===== src/rtl/ttc_pkg.sv =====
// Shared constants and types for the text console cursor control block.
package ttc_pkg;

  localparam int unsigned GEOM_W  = 8;
  localparam int unsigned CHAR_W  = 8;
  localparam int unsigned OP_W    = 2;
  localparam int unsigned CFG_IDX_W = 1;
  localparam int unsigned TAB_W   = 3;  // log2 of the tab stop spacing of 8

  localparam logic [GEOM_W-1:0] COLUMNS_RST = 8'd80;
  localparam logic [GEOM_W-1:0] ROWS_RST    = 8'd25;

  localparam logic [CFG_IDX_W-1:0] REG_TEXT_COLUMNS = 1'd0;
  localparam logic [CFG_IDX_W-1:0] REG_TEXT_ROWS    = 1'd1;

  localparam logic [CHAR_W-1:0] CH_BACKSPACE = 8'd8;
  localparam logic [CHAR_W-1:0] CH_TAB       = 8'd9;
  localparam logic [CHAR_W-1:0] CH_NEWLINE   = 8'd10;
  localparam logic [CHAR_W-1:0] CH_RETURN    = 8'd13;
  localparam logic [CHAR_W-1:0] CH_SPACE     = 8'd32;

  localparam logic [OP_W-1:0] OP_INVERT = 2'd0;
  localparam logic [OP_W-1:0] OP_DRAW   = 2'd1;
  localparam logic [OP_W-1:0] OP_SCROLL = 2'd2;

  typedef struct packed {
    logic [OP_W-1:0]   op;
    logic [CHAR_W-1:0] glyph;
    logic [GEOM_W-1:0] column;
    logic [GEOM_W-1:0] row;
    logic              last;
  } cell_cmd_t;

endpackage


===== src/rtl/text_console_cursor_control.sv =====
// Cursor sequencer: turns character words into ordered cell command words.
//
//   channel | direction | handshake        | payload
//   in_     | input     | in_valid/stall   | in_char_code
//   out_    | output    | out_valid/stall  | out_cell_op, out_glyph_code, out_cell_column,
//           |           |                  | out_cell_row, out_last_of_run
//   cfg_    | input     | cfg_we           | cfg_index, cfg_wdata
//
// Each word is accepted and then emits 2 to 11 commands. The sequencer steps
// column, row and tab phase one cell per cycle while out_stall does not hold
// it, through a single increment-and-compare unit.
// Synchronous active-low reset restores 80 x 25 and homes the cursor.
// out_stall holds the sequencer on the current command; in_stall is high
// from acceptance until the final command has been registered.
module text_console_cursor_control
  import ttc_pkg::*;
(
  input  logic                 clk,
  input  logic                 rst_n,
  input  logic                 in_valid,
  output logic                 in_stall,
  input  logic [CHAR_W-1:0]    in_char_code,
  output logic                 out_valid,
  input  logic                 out_stall,
  output logic [OP_W-1:0]      out_cell_op,
  output logic [CHAR_W-1:0]    out_glyph_code,
  output logic [GEOM_W-1:0]    out_cell_column,
  output logic [GEOM_W-1:0]    out_cell_row,
  output logic                 out_last_of_run,
  input  logic                 cfg_we,
  input  logic [CFG_IDX_W-1:0] cfg_index,
  input  logic [GEOM_W-1:0]    cfg_wdata
);

  localparam logic [2:0] S_IDLE  = 3'd0;
  localparam logic [2:0] S_FIRST = 3'd1;
  localparam logic [2:0] S_TAB   = 3'd2;
  localparam logic [2:0] S_CHECK = 3'd3;
  localparam logic [2:0] S_LAST  = 3'd4;

  logic [2:0]        state_r, state_nxt;
  logic [GEOM_W-1:0] cols_r, cols_nxt;
  logic [GEOM_W-1:0] rows_r, rows_nxt;
  logic [GEOM_W-1:0] col_r, col_nxt;
  logic [GEOM_W-1:0] row_r, row_nxt;
  logic [TAB_W-1:0]  phase_r, phase_nxt;
  logic [CHAR_W-1:0] char_r, char_nxt;
  logic              out_valid_r, out_valid_nxt;
  cell_cmd_t         cmd_r, cmd_nxt;

  logic              can_emit;
  logic              emit;
  logic              wrap;
  logic [GEOM_W-1:0] adv_col;
  logic [GEOM_W-1:0] adv_row;
  logic [TAB_W-1:0]  adv_phase;
  logic [GEOM_W-1:0] cfg_val;

  assign can_emit = !out_valid_r || !out_stall;
  assign in_stall = (state_r != S_IDLE);
  assign cfg_val  = (cfg_wdata == '0) ? GEOM_W'(1) : cfg_wdata;

  // Shared step unit: advance one cell, wrapping to the next row.
  assign wrap      = (({1'b0, col_r} + 9'd1) == {1'b0, cols_r});
  assign adv_col   = wrap ? '0 : col_r + GEOM_W'(1);
  assign adv_row   = wrap ? row_r + GEOM_W'(1) : row_r;
  assign adv_phase = phase_r + TAB_W'(1);

  always_comb begin
    state_nxt  = state_r;
    cols_nxt   = cols_r;
    rows_nxt   = rows_r;
    col_nxt    = col_r;
    row_nxt    = row_r;
    phase_nxt  = phase_r;
    char_nxt   = char_r;
    emit       = 1'b0;
    cmd_nxt    = cmd_r;

    unique case (state_r)
      S_IDLE: begin
        if (cfg_we) begin
          if (cfg_index == REG_TEXT_COLUMNS) cols_nxt = cfg_val;
          if (cfg_index == REG_TEXT_ROWS)    rows_nxt = cfg_val;
          col_nxt   = '0;
          row_nxt   = '0;
          phase_nxt = '0;
        end
        if (in_valid) begin
          char_nxt  = in_char_code;
          state_nxt = S_FIRST;
        end
      end
      S_FIRST: begin
        if (can_emit) begin
          emit    = 1'b1;
          cmd_nxt = '{op: OP_INVERT, glyph: '0, column: col_r, row: row_r, last: 1'b0};
          state_nxt = S_CHECK;
          case (char_r)
            CH_NEWLINE: begin
              col_nxt   = '0;
              row_nxt   = row_r + GEOM_W'(1);
              phase_nxt = phase_r + cols_r[TAB_W-1:0] - col_r[TAB_W-1:0];
            end
            CH_RETURN: begin
              col_nxt   = '0;
              phase_nxt = phase_r - col_r[TAB_W-1:0];
            end
            CH_BACKSPACE: begin
              if (col_r != '0) begin
                col_nxt   = col_r - GEOM_W'(1);
                phase_nxt = phase_r - TAB_W'(1);
              end
            end
            CH_TAB: begin
              state_nxt = S_TAB;
            end
            default: begin
              cmd_nxt.op    = OP_DRAW;
              cmd_nxt.glyph = char_r;
              col_nxt       = adv_col;
              row_nxt       = adv_row;
              phase_nxt     = adv_phase;
            end
          endcase
        end
      end
      S_TAB: begin
        if (can_emit) begin
          emit      = 1'b1;
          cmd_nxt   = '{op: OP_DRAW, glyph: CH_SPACE, column: col_r, row: row_r, last: 1'b0};
          col_nxt   = adv_col;
          row_nxt   = adv_row;
          phase_nxt = adv_phase;
          // stop at a tab stop or once the screen has run out
          if (adv_phase == '0 || adv_row == rows_r) state_nxt = S_CHECK;
        end
      end
      S_CHECK: begin
        if (can_emit) begin
          emit = 1'b1;
          if (row_r == rows_r) begin
            cmd_nxt   = '{op: OP_SCROLL, glyph: '0, column: '0, row: '0, last: 1'b0};
            row_nxt   = rows_r - GEOM_W'(1);
            phase_nxt = phase_r - cols_r[TAB_W-1:0];
            state_nxt = S_LAST;
          end else begin
            cmd_nxt   = '{op: OP_INVERT, glyph: '0, column: col_r, row: row_r, last: 1'b1};
            state_nxt = S_IDLE;
          end
        end
      end
      S_LAST: begin
        if (can_emit) begin
          emit      = 1'b1;
          cmd_nxt   = '{op: OP_INVERT, glyph: '0, column: col_r, row: row_r, last: 1'b1};
          state_nxt = S_IDLE;
        end
      end
      default: begin
        state_nxt = S_IDLE;
      end
    endcase

    // drop the word once taken unless a new one replaces it
    out_valid_nxt = emit ? 1'b1 : (out_valid_r && out_stall);
  end

  always_ff @(posedge clk) begin
    if (!rst_n) begin
      state_r     <= S_IDLE;
      cols_r      <= COLUMNS_RST;
      rows_r      <= ROWS_RST;
      col_r       <= '0;
      row_r       <= '0;
      phase_r     <= '0;
      out_valid_r <= 1'b0;
    end else begin
      state_r     <= state_nxt;
      cols_r      <= cols_nxt;
      rows_r      <= rows_nxt;
      col_r       <= col_nxt;
      row_r       <= row_nxt;
      phase_r     <= phase_nxt;
      out_valid_r <= out_valid_nxt;
    end
  end

  always_ff @(posedge clk) begin
    char_r <= char_nxt;
    cmd_r  <= cmd_nxt;
  end

  assign out_valid       = out_valid_r;
  assign out_cell_op     = cmd_r.op;
  assign out_glyph_code  = cmd_r.glyph;
  assign out_cell_column = cmd_r.column;
  assign out_cell_row    = cmd_r.row;
  assign out_last_of_run = cmd_r.last;

`ifndef SYNTH
  a_col_in_range: assert property (@(posedge clk) disable iff (!rst_n)
    (state_r == S_IDLE) |-> (col_r < cols_r))
    else $error("cursor column outside the screen");

  a_row_in_range: assert property (@(posedge clk) disable iff (!rst_n)
    (state_r == S_IDLE) |-> (row_r < rows_r))
    else $error("cursor row outside the screen");

  a_scroll_not_last: assert property (@(posedge clk) disable iff (!rst_n)
    (out_valid_r && cmd_r.op == OP_SCROLL) |-> (!cmd_r.last && state_r == S_LAST))
    else $error("scroll must be followed by the closing invert");

  a_run_closes: assert property (@(posedge clk) disable iff (!rst_n)
    (emit && state_r != S_IDLE && state_nxt == S_IDLE) |=> (out_valid_r && cmd_r.last))
    else $error("run ended without a final command");
`endif

endmodule

===== config.mk =====
export PLATFORM = sky130hd
export DESIGN_NAME = text_console_cursor_control
export DESIGN_NICKNAME = d
export VERILOG_FILES = /design/src/rtl/ttc_pkg.sv /design/src/rtl/text_console_cursor_control.sv
export SDC_FILE = /design/constraint.sdc
export NUM_CORES = 1
export LEC_CHECK = 0
export BUFFER_PORTS_ARGS = -buffer_cell sky130_fd_sc_hd__buf_2
export CAP_MARGIN = 20
export CORE_ASPECT_RATIO = 0.6
export CORE_MARGIN = 5
export CORE_UTILIZATION = 30
export CTS_CLUSTER_DIAMETER = 120
export CTS_CLUSTER_SIZE = 30
export DETAILED_ROUTE_END_ITERATION = 7
export PLACE_DENSITY = 0.45
export SYNTH_ARGS = -nofsm -noshare
export SYNTH_HDL_FRONTEND = slang
export SYNTH_SLANG_ARGS = --single-unit

===== constraint.sdc =====
create_clock -name clk -period 3.9 [get_ports clk]
set_clock_uncertainty 0.1 [all_clocks]
set_input_delay 0.195 -clock clk [delete_from_list [all_inputs] [get_ports clk]]
set_output_delay 0.195 -clock clk [all_outputs]
set_load 0.05 [all_outputs]

=== After elaboration in Yosys (flattened, before gate mapping) ===
Cells that the tools add are included.

* Add/subtract/negate cells: 11
* Eq/ne operators: 22
* Mux-type cells: 42
* Bitwise logic cells: 1
* Reduce and logical (&&, ||, !) cells: 25

{| class="wikitable"
|+ Operators with widths
! cell !! count
|-
| 27-bit 2-to-1 mux || 5
|-
| 27-bit case mux with 4 select lines || 1
|-
| 8-bit 2-to-1 mux || 11
|-
| 8-bit case mux with 3 select lines || 2
|-
| 3-bit 2-to-1 mux || 13
|-
| 8-bit by 4-bit == test with 1-bit output, second input constant || 4
|-
| 8-bit case mux with 4 select lines || 1
|-
| 3-bit case mux with 4 select lines || 2
|-
| 2-bit != test, second input constant || 10
|-
| 8-bit by 1-bit adder with 8-bit output, second input constant || 2
|-
| 8-bit == test || 2
|-
| 8-bit case mux with 2 select lines || 1
|-
| 8-bit by 1-bit subtractor with 8-bit output, second input constant || 2
|-
| 3-bit case mux with 5 select lines || 1
|-
| 6-bit AND reduction || 2
|-
| 8-bit by 1-bit adder with 9-bit output, second input constant || 1
|-
| 9-bit by 8-bit == test with 1-bit output || 1
|-
| 9-bit 2-to-1 mux || 1
|-
| 3-bit subtractor || 3
|-
| 8-bit zero test || 1
|-
| 8-bit AND reduction || 1
|-
| 4-bit nonzero test || 2
|-
| 8-bit nonzero test || 1
|-
| 4-bit OR reduction || 2
|-
| other kinds (20) || 29
|}

* Register bits: 74

=== Depth between registers and ports, before layout ===
* Depth in word-level cells: 8
* Mapped depth: 12

=== Worst setup path before layout ===
No wires, ideal clock.

* Path type: flip-flop to flip-flop
* From: reg state_r[1]
* To: reg cmd_r, in the netlist out_cell_column[0] (enable)
* Library setup time: 0.411 ns
* Arrival time: 2.506 ns
* Setup slack: 0.883 ns
* Stages on the path, launching flop included: 7
* Clock period less this slack: 3.017 ns
* Path through: dfxtp_1 -> clkbuf_1 -> or2_2 -> nor2_1 -> inv_1 -> nand2_1 -> nor2_1

* Longest elaborated chain between the ends: 3
* Elaborated cells on any way between the ends: 10
* Those cells by class: 8 x eq/ne; 2 x reduce/logical

{| class="wikitable"
|+ RTL lines
! what !! line !! source
|-
| start, declared || text_console_cursor_control.sv:41 || <nowiki>logic [2:0] state_r, state_nxt;</nowiki>
|-
| start signal, assigned || text_console_cursor_control.sv:179 || <nowiki>state_r <= state_nxt;</nowiki>
|-
| 3-bit == test (tied with other cells) || text_console_cursor_control.sv:80 || <nowiki>unique case (state_r)</nowiki>
|-
| 4-bit nonzero test (no line) / 2-bit != test (equally long branches) || n/a ||
|-
| 5-bit AND reduction (no line) (*) || n/a ||
|-
| end signal, assigned || text_console_cursor_control.sv:191 || <nowiki>cmd_r <= cmd_nxt;</nowiki>
|-
| end, declared || text_console_cursor_control.sv:49 || <nowiki>cell_cmd_t cmd_r, cmd_nxt;</nowiki>
|}

Every way passes the cells marked *; elsewhere a longest branch is shown, timed or not.
A chain may end at the register's enable or synchronous reset.

=== Final worst setup path ===
* From: reg char_r[5]
* To: reg phase_r[2]

* Longest elaborated chain between the ends: 4
* Elaborated cells on any way between the ends: 10
* Those cells by class: 6 x eq/ne; 3 x mux; 1 x reduce/logical

{| class="wikitable"
|+ RTL lines
! what !! line !! source
|-
| start, declared || text_console_cursor_control.sv:47 || <nowiki>logic [CHAR_W-1:0] char_r, char_nxt;</nowiki>
|-
| start signal, assigned || text_console_cursor_control.sv:190 || <nowiki>char_r <= char_nxt;</nowiki>
|-
| 8-bit by 4-bit == test with 1-bit output || text_console_cursor_control.sv:99 || <nowiki>case (char_r)</nowiki>
|-
| 3-bit case mux with 4 select lines || text_console_cursor_control.sv:99 ||
|-
| 3-bit 2-to-1 mux || text_console_cursor_control.sv:95 || <nowiki>if (can_emit) begin</nowiki>
|-
| 3-bit case mux with 4 select lines || text_console_cursor_control.sv:80 ||
|-
| end signal, assigned || text_console_cursor_control.sv:184 || <nowiki>phase_r <= phase_nxt;</nowiki>
|-
| end, declared || text_console_cursor_control.sv:46 || <nowiki>logic [TAB_W-1:0] phase_r, phase_nxt;</nowiki>
|}

Several ways; a longest one is shown, not always the timed one. The select of a mux whose other input is x is not followed.

==> metrics.yaml <==
route:
  met1Wirelength_microns: 7740
  dr_wl_met3_microns: 1120
  drtIter0Drc: 358
  vias_per_cell: 5.22
  routedWlPerCell_microns: 18.0
  routed-wl-met2_microns: 4940
  vias: 4037
  wl_microns: 13900
  dr.max_layer_used: "met4"
  first_pass_iters: 5
  detail-route-antenna-nets: 0
  drc: 0
power:
  p_switching_mw: 2.06
  pwr-share-clk_pct: 20.5
  ir_drop_mv: 0.570
  power.density_nw_per_um2: 802
  power_frac_seq_pct: 30.3
  internal_power_mw: 2.31
  p_comb_share_pct: 49.2
  total_power_mw: 4.37
  p_sw_share_pct: 47.2
  p_leak_nw: 2.01
synth:
  synth.most_common_cell: "nor2_1"
  ys_warn_count: 0
  synth_top_area_cell: "edfxtp_1"
  syn-instance-count: 516
  syn_area_per_cell_sq_um: 8.87
  ys_seq_elements: 74
  syn_area_sq_um: 4580
  synth_top_area_share_pct: 23.0
  synth_common_cells: "nor2_1 (50), nand2_1 (49), dfxtp_1 (39)"
  synth_async_sr_flop_share_pct: 0
  synth.area.top_cells: "edfxtp_1 (23%), dfxtp_1 (17%), xnor2_1 (4.8%), nor2_1 (4.1%), nand2_1 (4.0%)"
  syn-num-nets: 553
  synthDistinctLibCells: 63
  synth-seq-area-share_pct: 40.0
  synth_edf_count: 35
  synth_ff_type: "dfxtp_1"
clock_network:
  clkTransAtPathRegs_ns: 0.06
  clock_path_buffers: 2
  cts_tree: "done"
  cts_made_buffers: 9
  clk_latency_ns: 0.34
  cts_htree_levels: 3
  cts-root-buf: "clkbuf_16"
  clkSinkCount: 74
  postCtsSetupRepairBufs: 0
  ctsHoldBuffers: 8
  post_cts_resized: 0
cells_and_area:
  fill_cells: 1593
  diodes: 0
  area_delta_synth_final_pct: 19.0
  nets: 603
  fin_cells: 774
  design_area_sq_um: 5450
  utilization_pct: 35.9
  drive_above_1_share_pct: 16.3
sta:
  fin_crit_ns: 3.26
  final_hold_viol_count: 0
  rsz0062_at_grt: "no"
  period_share_pct: 83.6
  whs_ns: 0.0251
  drv_slew: 0
  worst_pin_slew_ns: 1.04
  maxSlewHeadroom_pct: 30.9
  fmax_ghz: 0.307
  setup_tns_ns: 0
  fin_ws_ns: 0.639
  finalSetupViolCount: 0
global_route:
  grt_pass1_wl_microns: 22400
  grt_pass1_vias: 3929
  overflow: 0
  antenna_found_initial: 0
  grt.total_usage_pct: 15.9
  grt_max_degree: 28
setup_path:
  arrival_ns: 3.43
  r2r-start: "char_r[5]"
  required_ns: 4.07
  cp_slowest_cell: "or4_4"
  worst-path-stages: 12
  worstSetupStartpointType: "register"
  crit_top_cell: "nand2_1"
  r2r_slack_ns: 0.64
  worstSetupPathType: "reg2reg"
  cp_num_buf_inv: 1
  cp-end-kind: "register"
  slowest_delay_ns: 0.57
  r2r_end: "phase_r[2]"
  path_cells: "or4_4 -> nor3_1 -> nand2_1 -> nand2_1 -> ha_1 -> inv_1 -> fa_1 -> xnor2_1 -> and3_1 -> o32ai_1 -> a22oi_1 -> a21oi_1"
  path_delay_family: "simple AND/OR/NAND/NOR gates"
  r2r_cells: 12
  crit_path_max_fanout: 5
die:
  dieWidth_microns: 169
  io-pin-count: 51
  initial_core_util_pct: 30.2
  core.rowCount: 35
  dieArea_sq_um: 17900
  dieHeight_microns: 106
  coreArea_sq_um: 15200
place:
  pre_cts_slack_ns: 0.705
  dp.cells: 750
  hpwl_microns: 10600
  place_area_sq_um: 5050
  gp_congestion: 0.887
  portBuffers: 50
min_path:
  hold_class: "in2reg"
  whs_path_depth: 3
  min_to: "rows_r[5]"
  worstHoldStart: "cfg_wdata[5]"
run_status:
  status: "completed"
flow_run:
  cap_violations: 0
==> worst register-to-register path, stage by stage (launching register included) <==
cell	delay (ns)
edfxtp_1	0.40
or4_4	0.57
nor3_1	0.39
nand2_1	0.23
nand2_1	0.12
ha_1	0.14
inv_1	0.04
fa_1	0.38
xnor2_1	0.14
and3_1	0.19
o32ai_1	0.22
a22oi_1	0.12
a21oi_1	0.14
==> kinds of logic after synthesis <==
family          Yosys count  synth area share [%]
compound gates          119                  18.2
xor+xnor                 42                  8.34
fa+ha+maj                15                  4.76
buf+inv                  56                  4.95
flops                    74                  40.0
mux                       9                  2.00
simple gates            201                  21.8
==> sequential cells by signal, summed over array words and instances (netlist names) <==
name             flops
char_r               8
col_r                8
cols_r               8
out_cell_column      8
out_cell_row         8
out_glyph_code       8
row_r                8
rows_r               8
phase_r              3
state_r              3
out_cell_op          2
out_last_of_run      1
out_valid            1
==> routing by layer <==
layer,track usage [%],vias to the layer above
li1,-,1964
met1,26.7,1920
met2,18.9,140
met3,4.72,13
met4,3.33,0
met5,0,-
==> power groups by stage <==
stage | combinational [mW] | sequential, mW | clock [mW]
floorplan | 1.10 | 1.77 | 0
detailed placement | 2.13 | 1.34 | 0
CTS | 2.15 | 1.33 | 0.919
global route | 2.33 | 1.36 | 0.954
global placement | 2.15 | 1.33 | 0
finish | 2.15 | 1.32 | 0.896
==> final cells by class <==
| type | count | area, sq um | area share, % |
|---|---|---|---|
| flip-flops and latches | 74 | 1830 | 33.6 |
| repair buffers | 70 | 420 | 7.72 |
| well taps | 203 | 254 | 4.66 |
| multi-input cells | 386 | 2530 | 46.4 |
| clock buffers | 9 | 225 | 4.14 |
| clock inverters | 7 | 93.8 | 1.72 |
| inverters | 25 | 93.8 | 1.72 |
==> placed cells by master (no fill, tap or decap), drive strengths merged, types with 5 or more instances in the layout <==
cell,n
a211oi,14
a21oi,29
a22oi,6
a31oi,7
and2,11
and3,5
buf,62
clkbuf,9
dfxtp,39
dlygate4sd3,8
edfxtp,35
ha,11
inv,25
mux2i,8
nand2,49
nand2b,5
nand3,16
nand4,6
nor2,50
nor2b,17
nor3,16
nor4,9
o21ai,21
or3,5
xnor2,25
xor2,16
==> how the worst max path moves through the flow <==
| stage | from | end | slack [ns] |
|---|---|---|---|
| 5_1_grt | char_r[5] | phase_r[2] | 0.37 |
| 6_report | char_r[5] | phase_r[2] | 0.64 |
| 3_3_place_gp | char_r[5] | phase_r[2] | 0.78 |
| 3_5_place_dp | char_r[5] | phase_r[2] | 0.70 |
| 4_1_cts | char_r[5] | phase_r[2] | 0.69 |
| 2_1_floorplan | state_r[1] | out_cell_column[0] | 0.88 |
No activity file was read; power rests on OpenSTA's default activity.
